===== src/ole_pkg.sv =====
`default_nettype none
package ole_pkg;

   typedef enum logic [2:0] {
      OP_TAIL_INSERT = 3'd0,
      OP_HEAD_REMOVE = 3'd1,
      OP_POS_INSERT  = 3'd2,
      OP_REMOVE_VAL  = 3'd3,
      OP_REMOVE_MAX  = 3'd4,
      OP_MIN         = 3'd5
   } op_type;

   localparam logic [2:0] ST_OK       = 3'd0;
   localparam logic [2:0] ST_EMPTY    = 3'd1;
   localparam logic [2:0] ST_FULL     = 3'd2;
   localparam logic [2:0] ST_BADPOS   = 3'd3;
   localparam logic [2:0] ST_NOTFOUND = 3'd4;

   typedef enum logic [2:0] {
      S_IDLE,
      S_SCAN,
      S_SHIFT_DOWN,
      S_SHIFT_UP,
      S_WRITE,
      S_RESP
   } state_type;

   // controller to datapath
   typedef struct packed {
      logic load;       // capture request
      logic scan_start;
      logic scan_step;
      logic down_start; // close gap at hit index
      logic up_start;   // open gap at insert index
      logic shift_step;
      logic write_new;
      logic resp_load;
      logic [2:0] status;
      logic use_value;
   } cmd_type;

   // datapath to controller
   typedef struct packed {
      logic empty;
      logic full;
      logic pos_ok;
      logic scan_done;
      logic found;
      logic shift_done;
   } stat_type;

endpackage
`default_nettype wire


===== src/ole_if.sv =====
`default_nettype none
interface ole_req_if;
   logic        valid;
   logic        ready;
   logic [2:0]  operation;
   logic signed [31:0] item_value;
   logic [6:0]  position;
   modport source (output valid, operation, item_value, position, input ready);
   modport sink (input valid, operation, item_value, position, output ready);
endinterface

interface ole_rsp_if;
   logic        valid;
   logic        ready;
   logic [2:0]  status;
   logic signed [31:0] result_value;
   logic [6:0]  entry_count;
   modport source (output valid, status, result_value, entry_count, input ready);
   modport sink (input valid, status, result_value, entry_count, output ready);
endinterface
`default_nettype wire


===== src/ole_ram.sv =====
`default_nettype none
module ole_ram #(
   parameter int WIDTH = 32,
   parameter int DEPTH = 64
) (
   input  wire logic                     clock,
   input  wire logic                     wr_en,
   input  wire logic [$clog2(DEPTH)-1:0] wr_addr,
   input  wire logic [WIDTH-1:0]         wr_data,
   input  wire logic [$clog2(DEPTH)-1:0] rd_addr,
   output logic [WIDTH-1:0]              rd_data
);
   logic [WIDTH-1:0] mem [DEPTH];

   always_ff @(posedge clock) begin
      if (wr_en) begin
         mem[wr_addr] <= wr_data;
      end
      rd_data <= mem[rd_addr];
   end
endmodule
`default_nettype wire


===== src/ole_datapath.sv =====
`default_nettype none
module ole_datapath #(
   parameter int CAPACITY = 64
) (
   input  wire logic              clock,
   input  wire logic              reset,
   input  wire ole_pkg::cmd_type  cmd,
   output ole_pkg::stat_type      stat,
   input  wire logic [2:0]        req_operation,
   input  wire logic [31:0]       req_item_value,
   input  wire logic [6:0]        req_position,
   output logic [2:0]             rsp_status,
   output logic [31:0]            rsp_result_value,
   output logic [6:0]             rsp_entry_count
);
   localparam int AW = $clog2(CAPACITY);
   localparam int CW = $clog2(CAPACITY + 1);
   localparam int PW = (CW > 7) ? CW + 1 : 8;

   logic [CW-1:0] len_ff, len_in;
   logic [2:0]    op_ff;
   logic [31:0]   val_ff;
   logic [6:0]    pos_ff;
   logic [CW-1:0] idx_ff, idx_in;   // scan pointer / shift pointer
   logic [CW-1:0] hit_ff, hit_in;   // found or best index
   logic [31:0]   best_ff, best_in;
   logic          found_ff, found_in;
   logic          last_ff, last_in; // last scanned entry taken
   logic          rd_ok_ff;         // read data valid (for idx_ff-1 in scan and shift up, for idx_ff in shift down)
   logic [CW-1:0] stop_ff;
   logic [2:0]    st_ff;
   logic [31:0]   res_ff;

   logic          wr_en;
   logic [AW-1:0] wr_addr, rd_addr;
   logic [31:0]   wr_data, rd_data;

   ole_ram #(.WIDTH(32), .DEPTH(CAPACITY)) u_ram (
      .clock(clock), .wr_en(wr_en), .wr_addr(wr_addr), .wr_data(wr_data),
      .rd_addr(rd_addr), .rd_data(rd_data)
   );

   always_comb begin
      stat.empty      = (len_ff == '0);
      stat.full       = (len_ff >= CW'(CAPACITY));
      stat.pos_ok     = (pos_ff != 7'd0) &&
                        (PW'(pos_ff) <= PW'(len_ff) + PW'(1));
      stat.scan_done  = last_ff ||
                        (op_ff == 3'(ole_pkg::OP_REMOVE_VAL) && found_ff);
      stat.found      = found_ff;
      stat.shift_done = rd_ok_ff && (idx_ff == stop_ff);
   end

   // scan: idx_ff is next read address; data of idx_ff-1 arrives with rd_ok_ff.
   // shift down: read idx, write idx-1. shift up: read idx-1, write idx.
   logic [31:0] k_new, k_best;
   assign k_new  = rd_data ^ 32'h8000_0000;
   assign k_best = best_ff ^ 32'h8000_0000;

   always_comb begin
      idx_in   = idx_ff;
      hit_in   = hit_ff;
      best_in  = best_ff;
      found_in = found_ff;
      last_in  = last_ff;
      len_in   = len_ff;
      wr_en    = 1'b0;
      wr_addr  = AW'(idx_ff);
      wr_data  = rd_data;
      rd_addr  = AW'(idx_ff);
      if (cmd.scan_start) begin
         idx_in   = CW'(1);
         rd_addr  = '0;
         found_in = 1'b0;
         last_in  = 1'b0;
         hit_in   = '0;
      end else if (cmd.scan_step) begin
         rd_addr = AW'(idx_ff);
         if (idx_ff != len_ff) idx_in = idx_ff + CW'(1);
         // head removal only needs the first entry
         last_in = (idx_ff == len_ff) || (op_ff == 3'(ole_pkg::OP_HEAD_REMOVE));
         if (op_ff == 3'(ole_pkg::OP_REMOVE_VAL)) begin
            if (!found_ff && rd_data == val_ff) begin
               found_in = 1'b1;
               hit_in   = idx_ff - CW'(1);
            end
         end else if (idx_ff == CW'(1) ||
                      (op_ff == 3'(ole_pkg::OP_REMOVE_MAX) ? (k_new > k_best)
                                                           : (k_new < k_best))) begin
            best_in = rd_data;
            hit_in  = idx_ff - CW'(1);
         end
      end else if (cmd.down_start) begin
         // hit_ff holds the index to remove
         idx_in  = hit_ff + CW'(1);
         rd_addr = AW'(hit_ff + CW'(1));
      end else if (cmd.up_start) begin
         idx_in  = len_ff;
         rd_addr = AW'(len_ff - CW'(1));
      end else if (cmd.shift_step) begin
         if (op_ff == 3'(ole_pkg::OP_TAIL_INSERT) ||
             op_ff == 3'(ole_pkg::OP_POS_INSERT)) begin
            wr_en   = rd_ok_ff && (idx_ff != stop_ff);
            wr_addr = AW'(idx_ff);
            idx_in  = (wr_en) ? idx_ff - CW'(1) : idx_ff;
            rd_addr = AW'(idx_in - CW'(1));
         end else begin
            wr_en   = rd_ok_ff && (idx_ff != stop_ff);
            wr_addr = AW'(idx_ff - CW'(1));
            idx_in  = (wr_en) ? idx_ff + CW'(1) : idx_ff;
            rd_addr = AW'(idx_in);
         end
      end else if (cmd.write_new) begin
         wr_en   = 1'b1;
         wr_addr = AW'(stop_ff);
         wr_data = val_ff;
         len_in  = len_ff + CW'(1);
      end
      if (cmd.resp_load && cmd.status == ole_pkg::ST_OK && cmd.use_value &&
          op_ff != 3'(ole_pkg::OP_MIN)) begin
         len_in = len_ff - CW'(1);
      end
   end

   always_ff @(posedge clock) begin
      if (reset) begin
         len_ff   <= '0;
         rd_ok_ff <= 1'b0;
         last_ff  <= 1'b0;
      end else begin
         len_ff   <= len_in;
         rd_ok_ff <= cmd.scan_start || cmd.down_start || cmd.up_start ||
                     cmd.scan_step || cmd.shift_step;
         last_ff  <= last_in;
      end
      idx_ff   <= idx_in;
      hit_ff   <= hit_in;
      best_ff  <= best_in;
      found_ff <= found_in;
      if (cmd.load) begin
         op_ff  <= req_operation;
         val_ff <= req_item_value;
         pos_ff <= req_position;
      end
      if (cmd.up_start) begin
         stop_ff <= (op_ff == 3'(ole_pkg::OP_POS_INSERT)) ? CW'(pos_ff - 7'd1) : len_ff;
      end else if (cmd.down_start) begin
         stop_ff <= len_ff;
      end
      if (cmd.resp_load) begin
         st_ff  <= cmd.status;
         res_ff <= !cmd.use_value ? 32'd0 :
                   (op_ff == 3'(ole_pkg::OP_REMOVE_VAL)) ? val_ff : best_ff;
      end
   end

   assign rsp_status       = st_ff;
   assign rsp_result_value = res_ff;
   assign rsp_entry_count  = 7'(len_ff);
endmodule
`default_nettype wire


===== src/ole_control.sv =====
`default_nettype none
module ole_control (
   input  wire logic              clock,
   input  wire logic              reset,
   input  wire logic              req_valid,
   output logic                   req_ready,
   input  wire logic [2:0]        req_operation,
   output logic                   rsp_valid,
   input  wire logic              rsp_ready,
   input  wire ole_pkg::stat_type stat,
   output ole_pkg::cmd_type       cmd
);
   ole_pkg::state_type state_ff, state_in;
   logic [2:0] op_ff;
   logic       rv_ff, rv_in;
   logic       pending;  // request captured, first decision due
   logic       pend_ff;
   // outcome of the first decision, held until the result is loaded
   logic       ed_ff;
   logic [2:0] est_ff;

   logic accept;
   assign req_ready = (state_ff == ole_pkg::S_IDLE) && !pend_ff && (!rv_ff || rsp_ready);
   assign accept    = req_valid && req_ready;
   assign rsp_valid = rv_ff;

   logic ins, head_rm, scan_op;
   assign ins     = op_ff == 3'(ole_pkg::OP_TAIL_INSERT) ||
                    op_ff == 3'(ole_pkg::OP_POS_INSERT);
   assign head_rm = op_ff == 3'(ole_pkg::OP_HEAD_REMOVE);
   assign scan_op = op_ff == 3'(ole_pkg::OP_REMOVE_VAL) ||
                    op_ff == 3'(ole_pkg::OP_REMOVE_MAX) ||
                    op_ff == 3'(ole_pkg::OP_MIN);

   // first cycle after capture stays in S_IDLE with pend_ff high; decisions made there
   logic [2:0] early_st;
   logic       early_done;
   always_comb begin
      early_st   = ole_pkg::ST_OK;
      early_done = 1'b0;
      if (ins) begin
         if (stat.full) begin
            early_st = ole_pkg::ST_FULL; early_done = 1'b1;
         end else if (op_ff == 3'(ole_pkg::OP_POS_INSERT) && !stat.pos_ok) begin
            early_st = ole_pkg::ST_BADPOS; early_done = 1'b1;
         end
      end else if (head_rm || scan_op) begin
         if (stat.empty) begin
            early_st = ole_pkg::ST_EMPTY; early_done = 1'b1;
         end
      end else begin
         early_done = 1'b1;
      end
   end

   always_comb begin
      state_in = state_ff;
      case (state_ff)
         ole_pkg::S_IDLE: begin
            if (pend_ff) begin
               if (early_done)   state_in = ole_pkg::S_RESP;
               else if (ins)     state_in = ole_pkg::S_SHIFT_UP;
               else              state_in = ole_pkg::S_SCAN;
            end
         end
         ole_pkg::S_SCAN: begin
            if (stat.scan_done) begin
               if (op_ff == 3'(ole_pkg::OP_MIN)) state_in = ole_pkg::S_RESP;
               else if (op_ff == 3'(ole_pkg::OP_REMOVE_VAL) && !stat.found)
                  state_in = ole_pkg::S_RESP;
               else state_in = ole_pkg::S_SHIFT_DOWN;
            end
         end
         ole_pkg::S_SHIFT_DOWN: if (stat.shift_done) state_in = ole_pkg::S_RESP;
         ole_pkg::S_SHIFT_UP:   if (stat.shift_done) state_in = ole_pkg::S_WRITE;
         ole_pkg::S_WRITE:      state_in = ole_pkg::S_RESP;
         ole_pkg::S_RESP:       state_in = ole_pkg::S_IDLE;
         default:               state_in = ole_pkg::S_IDLE;
      endcase
   end

   assign pending  = accept;

   always_comb begin
      cmd = '0;
      cmd.load = accept;
      case (state_ff)
         ole_pkg::S_IDLE: begin
            if (pend_ff && !early_done) begin
               cmd.scan_start = !ins;
               cmd.up_start   = ins;
            end
         end
         ole_pkg::S_SCAN: begin
            if (stat.scan_done) begin
               cmd.down_start = !(op_ff == 3'(ole_pkg::OP_MIN)) &&
                  !(op_ff == 3'(ole_pkg::OP_REMOVE_VAL) && !stat.found);
            end else begin
               cmd.scan_step = 1'b1;
            end
         end
         ole_pkg::S_SHIFT_DOWN: cmd.shift_step = !stat.shift_done;
         ole_pkg::S_SHIFT_UP:   cmd.shift_step = !stat.shift_done;
         ole_pkg::S_WRITE:      cmd.write_new  = 1'b1;
         ole_pkg::S_RESP: begin
            cmd.resp_load = 1'b1;
            cmd.status    = est_ff;
            cmd.use_value = !ed_ff && !ins;
            if (op_ff == 3'(ole_pkg::OP_REMOVE_VAL) && !ed_ff && !stat.found) begin
               cmd.status    = ole_pkg::ST_NOTFOUND;
               cmd.use_value = 1'b0;
            end
         end
         default: cmd = '0;
      endcase
   end

   always_comb begin
      rv_in = rv_ff;
      if (rv_ff && rsp_ready) rv_in = 1'b0;
      if (state_ff == ole_pkg::S_RESP) rv_in = 1'b1;
   end

   always_ff @(posedge clock) begin
      if (reset) begin
         state_ff <= ole_pkg::S_IDLE;
         rv_ff    <= 1'b0;
         pend_ff  <= 1'b0;
      end else begin
         state_ff <= state_in;
         rv_ff    <= rv_in;
         pend_ff  <= pending;
      end
      if (accept) op_ff <= req_operation;
      if (state_ff == ole_pkg::S_IDLE && pend_ff) begin
         ed_ff  <= early_done;
         est_ff <= early_st;
      end
   end
endmodule
`default_nettype wire


===== src/ordered_list_engine.sv =====
// Ordered list of signed 32-bit values, held packed in one RAM from the head.
// A rejected or trivial item goes straight to the result; a remove or query scans
// the list first, and an insert or removal shifts the entries behind the gap.
// One item in flight; the next is taken once the result register is free.
// Synchronous reset empties the list; RAM contents are not cleared.
`default_nettype none
module ordered_list_engine #(
   parameter int CAPACITY = 64
) (
   input  wire logic    clock,
   input  wire logic    reset,
   ole_req_if.sink      req,
   ole_rsp_if.source    rsp
);
   ole_pkg::cmd_type  cmd;
   ole_pkg::stat_type stat;

   ole_control u_ctrl (
      .clock(clock), .reset(reset),
      .req_valid(req.valid), .req_ready(req.ready), .req_operation(req.operation),
      .rsp_valid(rsp.valid), .rsp_ready(rsp.ready),
      .stat(stat), .cmd(cmd)
   );

   ole_datapath #(.CAPACITY(CAPACITY)) u_dp (
      .clock(clock), .reset(reset), .cmd(cmd), .stat(stat),
      .req_operation(req.operation), .req_item_value(req.item_value),
      .req_position(req.position),
      .rsp_status(rsp.status), .rsp_result_value(rsp.result_value),
      .rsp_entry_count(rsp.entry_count)
   );
endmodule
`default_nettype wire


===== src/flat_wrapper.sv =====
// flat-port wrapper written by rule: the top's interface ports become plain ports
module ordered_list_engine_flat 
#(
   parameter int CAPACITY = 64
)
  (clock, reset, req_valid, req_operation, req_item_value, req_position, req_ready, rsp_valid, rsp_status, rsp_result_value, rsp_entry_count, rsp_ready);
  ole_req_if req_i ();
  ole_rsp_if rsp_i ();
  input  wire logic clock;
  input  wire logic reset;
  input wire logic [$bits(req_i.valid)-1:0] req_valid;
  input wire logic [$bits(req_i.operation)-1:0] req_operation;
  input wire logic [$bits(req_i.item_value)-1:0] req_item_value;
  input wire logic [$bits(req_i.position)-1:0] req_position;
  output wire logic [$bits(req_i.ready)-1:0] req_ready;
  output wire logic [$bits(rsp_i.valid)-1:0] rsp_valid;
  output wire logic [$bits(rsp_i.status)-1:0] rsp_status;
  output wire logic [$bits(rsp_i.result_value)-1:0] rsp_result_value;
  output wire logic [$bits(rsp_i.entry_count)-1:0] rsp_entry_count;
  input wire logic [$bits(rsp_i.ready)-1:0] rsp_ready;
  assign req_i.valid = req_valid;
  assign req_i.operation = req_operation;
  assign req_i.item_value = req_item_value;
  assign req_i.position = req_position;
  assign req_ready = req_i.ready;
  assign rsp_valid = rsp_i.valid;
  assign rsp_status = rsp_i.status;
  assign rsp_result_value = rsp_i.result_value;
  assign rsp_entry_count = rsp_i.entry_count;
  assign rsp_i.ready = rsp_ready;
  ordered_list_engine #(.CAPACITY(CAPACITY)) u_core (.clock(clock), .reset(reset), .req(req_i), .rsp(rsp_i));
endmodule

===== config.mk =====
export PLATFORM = sky130hd
export DESIGN_NAME = ordered_list_engine_flat
export DESIGN_NICKNAME = d
export VERILOG_FILES = /design/src/ole_pkg.sv /design/src/ole_if.sv /design/src/ole_ram.sv /design/src/ole_datapath.sv /design/src/ole_control.sv /design/src/ordered_list_engine.sv /design/src/flat_wrapper.sv
export SDC_FILE = /design/constraint.sdc
export NUM_CORES = 2
export LEC_CHECK = 0
export BUFFER_PORTS_ARGS = -buffer_cell sky130_fd_sc_hd__buf_2
export CAP_MARGIN = 40
export CORE_MARGIN = 4
export CORE_UTILIZATION = 50
export DETAILED_ROUTE_END_ITERATION = 8
export PLACE_DENSITY = 0.65
export SLEW_MARGIN = 25
export SYNTH_ARGS = -nofsm -noshare
export SYNTH_HDL_FRONTEND = slang
export SYNTH_SLANG_ARGS = --single-unit

===== constraint.sdc =====
create_clock -name clock -period 10.3 [get_ports clock]
set_clock_uncertainty 0.05 [all_clocks]
set_input_delay 1.03 -clock clock [delete_from_list [all_inputs] [get_ports clock]]
set_output_delay 1.03 -clock clock [all_outputs]
set_load 0.1 [all_outputs]

==> flow_results.xml <==
<?xml version="1.0" encoding="UTF-8"?>
<metrics>
  <group name="status">
    <metric name="status" unit="">complete, no violations</metric>
  </group>
  <group name="grt">
    <metric name="global_route.peak_usage_layer" unit="">met1</metric>
    <metric name="globalRoute.totalOverflow" unit="">0</metric>
    <metric name="global_route_wire_length_before_repair" unit="um">354000</metric>
    <metric name="largest_net_degree_at_the_start_of_global_routing" unit="">134</metric>
    <metric name="gr-usage-met2" unit="%">38.5</metric>
    <metric name="track_usage" unit="%">26.3</metric>
    <metric name="grt_pass1_vias" unit="">49200</metric>
    <metric name="initial_antenna_violation_count" unit="">8</metric>
    <metric name="grt_util_met1" unit="%">39.2</metric>
    <metric name="met3_track_demand_over_resource" unit="%">5.67</metric>
  </group>
  <group name="final_layout">
    <metric name="filler_cell_count" unit="">13400</metric>
    <metric name="nNetsFinal" unit="">5767</metric>
    <metric name="finalNonFillerCells" unit="">8209</metric>
    <metric name="fin_area" unit="um^2">100000</metric>
    <metric name="layout-area-overhead-vs-synth" unit="%">12.8</metric>
    <metric name="final_util" unit="%">56.7</metric>
    <metric name="post_route_cells_drive_above_1_share" unit="%">16.9</metric>
  </group>
  <group name="placement">
    <metric name="io_buf_count" unit="">89</metric>
    <metric name="pre_cts_ws" unit="ps">3500</metric>
    <metric name="hpwl_detailed" unit="um">142000</metric>
    <metric name="placed_area" unit="um^2">92800</metric>
    <metric name="finalWeightedCongestion" unit="">0.913</metric>
    <metric name="placed_cells_incl_taps" unit="">7787</metric>
  </group>
  <group name="setup_path">
    <metric name="crit_buf_inv" unit="">3</metric>
    <metric name="worstPathMaxFanout" unit="">68</metric>
    <metric name="critical_path.cell_chain" unit="">and3_4, and3_4, xnor2_1, ha_1, a21o_1, a21oi_1, o211ai_1, a21o_1, a311o_1, a21oi_4, buf_4, buf_4, buf_16, a21oi_1, a32oi_1, o22ai_1, nor3_1, and3_1</metric>
    <metric name="cp.required" unit="ps">11040</metric>
    <metric name="gate_family_responsible_for_the_most_delay_along_the_worst_path" unit="">compound AO/OA/AOI/OAI gates</metric>
    <metric name="stage_delay_of_the_slowest_cell_on_the_critical_path" unit="ps">830</metric>
    <metric name="critPathSlowestCell" unit="">nor3_1</metric>
    <metric name="cp_data_arrival_time" unit="ps">7750</metric>
    <metric name="crit_type" unit="">reg -&gt; reg</metric>
    <metric name="worst_setup_path_start_kind" unit="">flop</metric>
    <metric name="end_kind" unit="">flop</metric>
  </group>
  <group name="clock_tree">
    <metric name="max-clock-path-buffers" unit="">3</metric>
    <metric name="cts_tree" unit="">built</metric>
    <metric name="clkTransAtPathRegs" unit="ps">60</metric>
    <metric name="cts_setup_buffers" unit="">0</metric>
    <metric name="hold_buffers" unit="">0</metric>
    <metric name="clk_root_buffer_cell" unit="">clkbuf_16</metric>
    <metric name="cts_inserted_buffers" unit="">215</metric>
    <metric name="cts_resized" unit="">0</metric>
    <metric name="clock_sink_count" unit="">2231</metric>
    <metric name="clock_latency" unit="ps">870</metric>
    <metric name="cts_htree_levels" unit="">4</metric>
  </group>
  <group name="logic_synthesis">
    <metric name="syn-mean-instance-area" unit="um^2">16.1</metric>
    <metric name="synth_nets" unit="">5593</metric>
    <metric name="post_synth_num_cell_types" unit="">84</metric>
    <metric name="post-synth-top-count-cell" unit="">edfxtp_1</metric>
    <metric name="synth.yosys.seq_area_share" unit="%">74.9</metric>
    <metric name="netlist.area_leader.share" unit="%">73.5</metric>
    <metric name="syn-instance-count" unit="">5499</metric>
    <metric name="synth_async_sr_flop_share" unit="%">0</metric>
    <metric name="synth_warnings" unit="">0</metric>
    <metric name="commonest_cells_in_the_synthesized_netlist" unit="">edfxtp_1, nand2_1, mux4_2</metric>
    <metric name="ys.flop_type" unit="">edfxtp_1</metric>
    <metric name="synth_enable_flop_cells" unit="">2170</metric>
    <metric name="mappedNetlistArea" unit="um^2">88700</metric>
    <metric name="yosysTopAreaCell" unit="">edfxtp_1</metric>
    <metric name="synth_top_cells_by_area" unit="">edfxtp_1, mux4_2, nand2_1, mux2i_1, a32oi_1</metric>
    <metric name="seq_cells_post_synth" unit="">2231</metric>
  </group>
  <group name="power_and_ir_drop">
    <metric name="overall_power" unit="mW">34.7</metric>
    <metric name="irDropWorstVdd" unit="V">0.000339</metric>
    <metric name="power_density" unit="nW/um^2">347</metric>
    <metric name="leakage" unit="nW">32.4</metric>
  </group>
  <group name="timing">
    <metric name="rsz0062_at_grt" unit="">no</metric>
    <metric name="period_minus_slack" unit="ps">7010</metric>
    <metric name="setup_viol" unit="">0</metric>
    <metric name="timing.fmax" unit="GHz">0.143</metric>
    <metric name="timing_hold_violations_final" unit="">0</metric>
    <metric name="slew-limit-headroom" unit="%">33.6</metric>
    <metric name="postLayoutSetupSlackWorst" unit="ps">3290</metric>
    <metric name="worst-slew-pin-transition" unit="ps">988</metric>
    <metric name="timing.final.max_slew_violations" unit="">0</metric>
    <metric name="totalNegativeSetupSlack" unit="ps">0</metric>
    <metric name="finalHoldWorstSlack" unit="ps">310</metric>
    <metric name="layout_worst_path_cycle_share" unit="%">68.0</metric>
  </group>
  <group name="run">
    <metric name="cap_viol_max_count" unit="">0</metric>
  </group>
  <group name="detailed_routing">
    <metric name="via_count" unit="">51900</metric>
    <metric name="drt_pre_antenna_iters" unit="">7</metric>
    <metric name="iter_0_drt_violations" unit="">6693</metric>
    <metric name="drt_wl_total" unit="um">246000</metric>
    <metric name="drt-vias-per-instance" unit="">6.32</metric>
    <metric name="antenna_violating_nets_post_route" unit="">0</metric>
    <metric name="detail_route.wl_per_cell" unit="um">30.0</metric>
    <metric name="drc" unit="">0</metric>
  </group>
  <group name="floorplan">
    <metric name="die-area" unit="um^2">184000</metric>
    <metric name="std_cell_rows" unit="">154</metric>
    <metric name="floorplan.core_area" unit="um^2">176000</metric>
    <metric name="boundaryPins" unit="">90</metric>
    <metric name="die-height" unit="um">429</metric>
    <metric name="die_w" unit="um">429</metric>
    <metric name="starting_density_of_the_core" unit="%">50.3</metric>
  </group>
  <group name="hold_path">
    <metric name="hold_path.class" unit="">in -&gt; reg</metric>
  </group>
</metrics>
-- logic make-up (layout without fill, tap and decap cells) --
logic type	Yosys count	after routing	synth area share [%]
xor+xnor	84	84	0.830
other cells	0	4	0
fa+ha+maj	48	48	0.677
mux	373	373	7.23
compound gates	847	847	6.89
simple gates	1536	1536	7.25
buf+inv	380	746	2.26
flops	2231	2231	74.9
-- power by group --
| part | internal, mW | total, mW | switching [mW] |
|---|---|---|---|
| clock network | 4.46 | 7.86 | 3.41 |
| logic | 4.22 | 14.1 | 9.92 |
| registers | 12.2 | 12.7 | 0.489 |
| total | 20.9 | 34.7 | 13.8 |
-- path summary, 6_finish.rpt --
check / endpoint / startpoint / slack (ps) / cells past startpoint
worst max-delay path: u_core.u_dp.u_ram.rd_data[6] / u_core.u_dp.rsp_entry_count[2] / 3290 / 18
worst min-delay path: u_core.u_dp.val_ff[0] / req_item_value[0] / 310 / 1
worst max register to register: u_core.u_dp.u_ram.rd_data[6] / u_core.u_dp.rsp_entry_count[2] / 3290 / 18
worst min register to register: u_core.u_dp.hit_ff[5] / u_core.u_dp.hit_ff[5] / 460 / 2
-- area by class of cell --
class / instances / area, um^2 / area share (%)
flip-flops and latches: 2231 / 66400 / 66.4
multi-input cells: 2888 / 21100 / 21.1
clock buffers: 268 / 5760 / 5.76
well taps: 2340 / 2930 / 2.93
repair buffers: 285 / 2300 / 2.30
clock inverters: 141 / 1310 / 1.31
inverters: 52 / 195 / 0.195
diodes: 4 / 10.0 / 0.0100
-- worst register-to-register path: cells and delay by family (launching register included) --
family	cells	cell delay [ps]
buf+inv	3	1480
xor+xnor	1	130
flops	1	630
simple gates	4	1610
fa+ha+maj	1	270
compound gates	9	2790
-- layout by cell type, fill, tap and decap left out, types with 18 or more instances in the layout --
cell	netlist	routed
a211o_1	28	27
a211oi_1	33	33
a21o_1	19	18
a21oi_1	197	196
a221oi_1	27	27
a22o_1	44	44
a22oi_1	32	32
a31oi_1	86	77
a32oi_1	164	164
and3_1	39	39
buf_12	7	18
buf_2	98	99
buf_4	30	156
bufinv_16	0	19
clkbuf_1	154	37
clkbuf_16	0	217
clkinv_1	1	43
clkinv_2	0	53
dfxtp_1	61	61
edfxtp_1	2170	2170
ha_1	48	48
inv_1	51	51
mux2i_1	159	159
mux4_2	214	214
nand2_1	1069	1034
nand2_2	2	30
nand3_1	133	133
nand4_1	20	20
nor2_1	140	78
nor2_4	0	61
nor3_1	47	29
nor3_2	1	18
o21ai_0	38	36
o221ai_1	49	49
o22ai_1	56	56
xnor2_1	64	64
xor2_1	20	20
-- state kept, by name, summed over array words and instances (netlist names), 2 cells and up --
signal,count
u_core.u_dp.u_ram.mem,2048
u_core.u_dp.op_ff,3
u_core.u_dp.rsp_status,3
u_core.u_dp.pos_ff,7
u_core.u_dp.u_ram.rd_data,32
u_core.u_ctrl.state_ff,3
u_core.u_dp.best_ff,32
u_core.u_dp.idx_ff,7
u_core.u_dp.rsp_result_value,32
u_core.u_ctrl.est_ff,2
u_core.u_dp.stop_ff,7
u_core.u_dp.rsp_entry_count,7
u_core.u_ctrl.op_ff,3
u_core.u_dp.val_ff,32
u_core.u_dp.hit_ff,7
-- layer usage --
layer	wire length, um	part of all wire, %	vias up
met5	12	0.0049	-
met2	109000	44	2948
met4	8710	3.5	2
met3	27400	11	408
li1	-	-	21900
met1	101000	41	26700
Power figures use the tool's default switching activity.
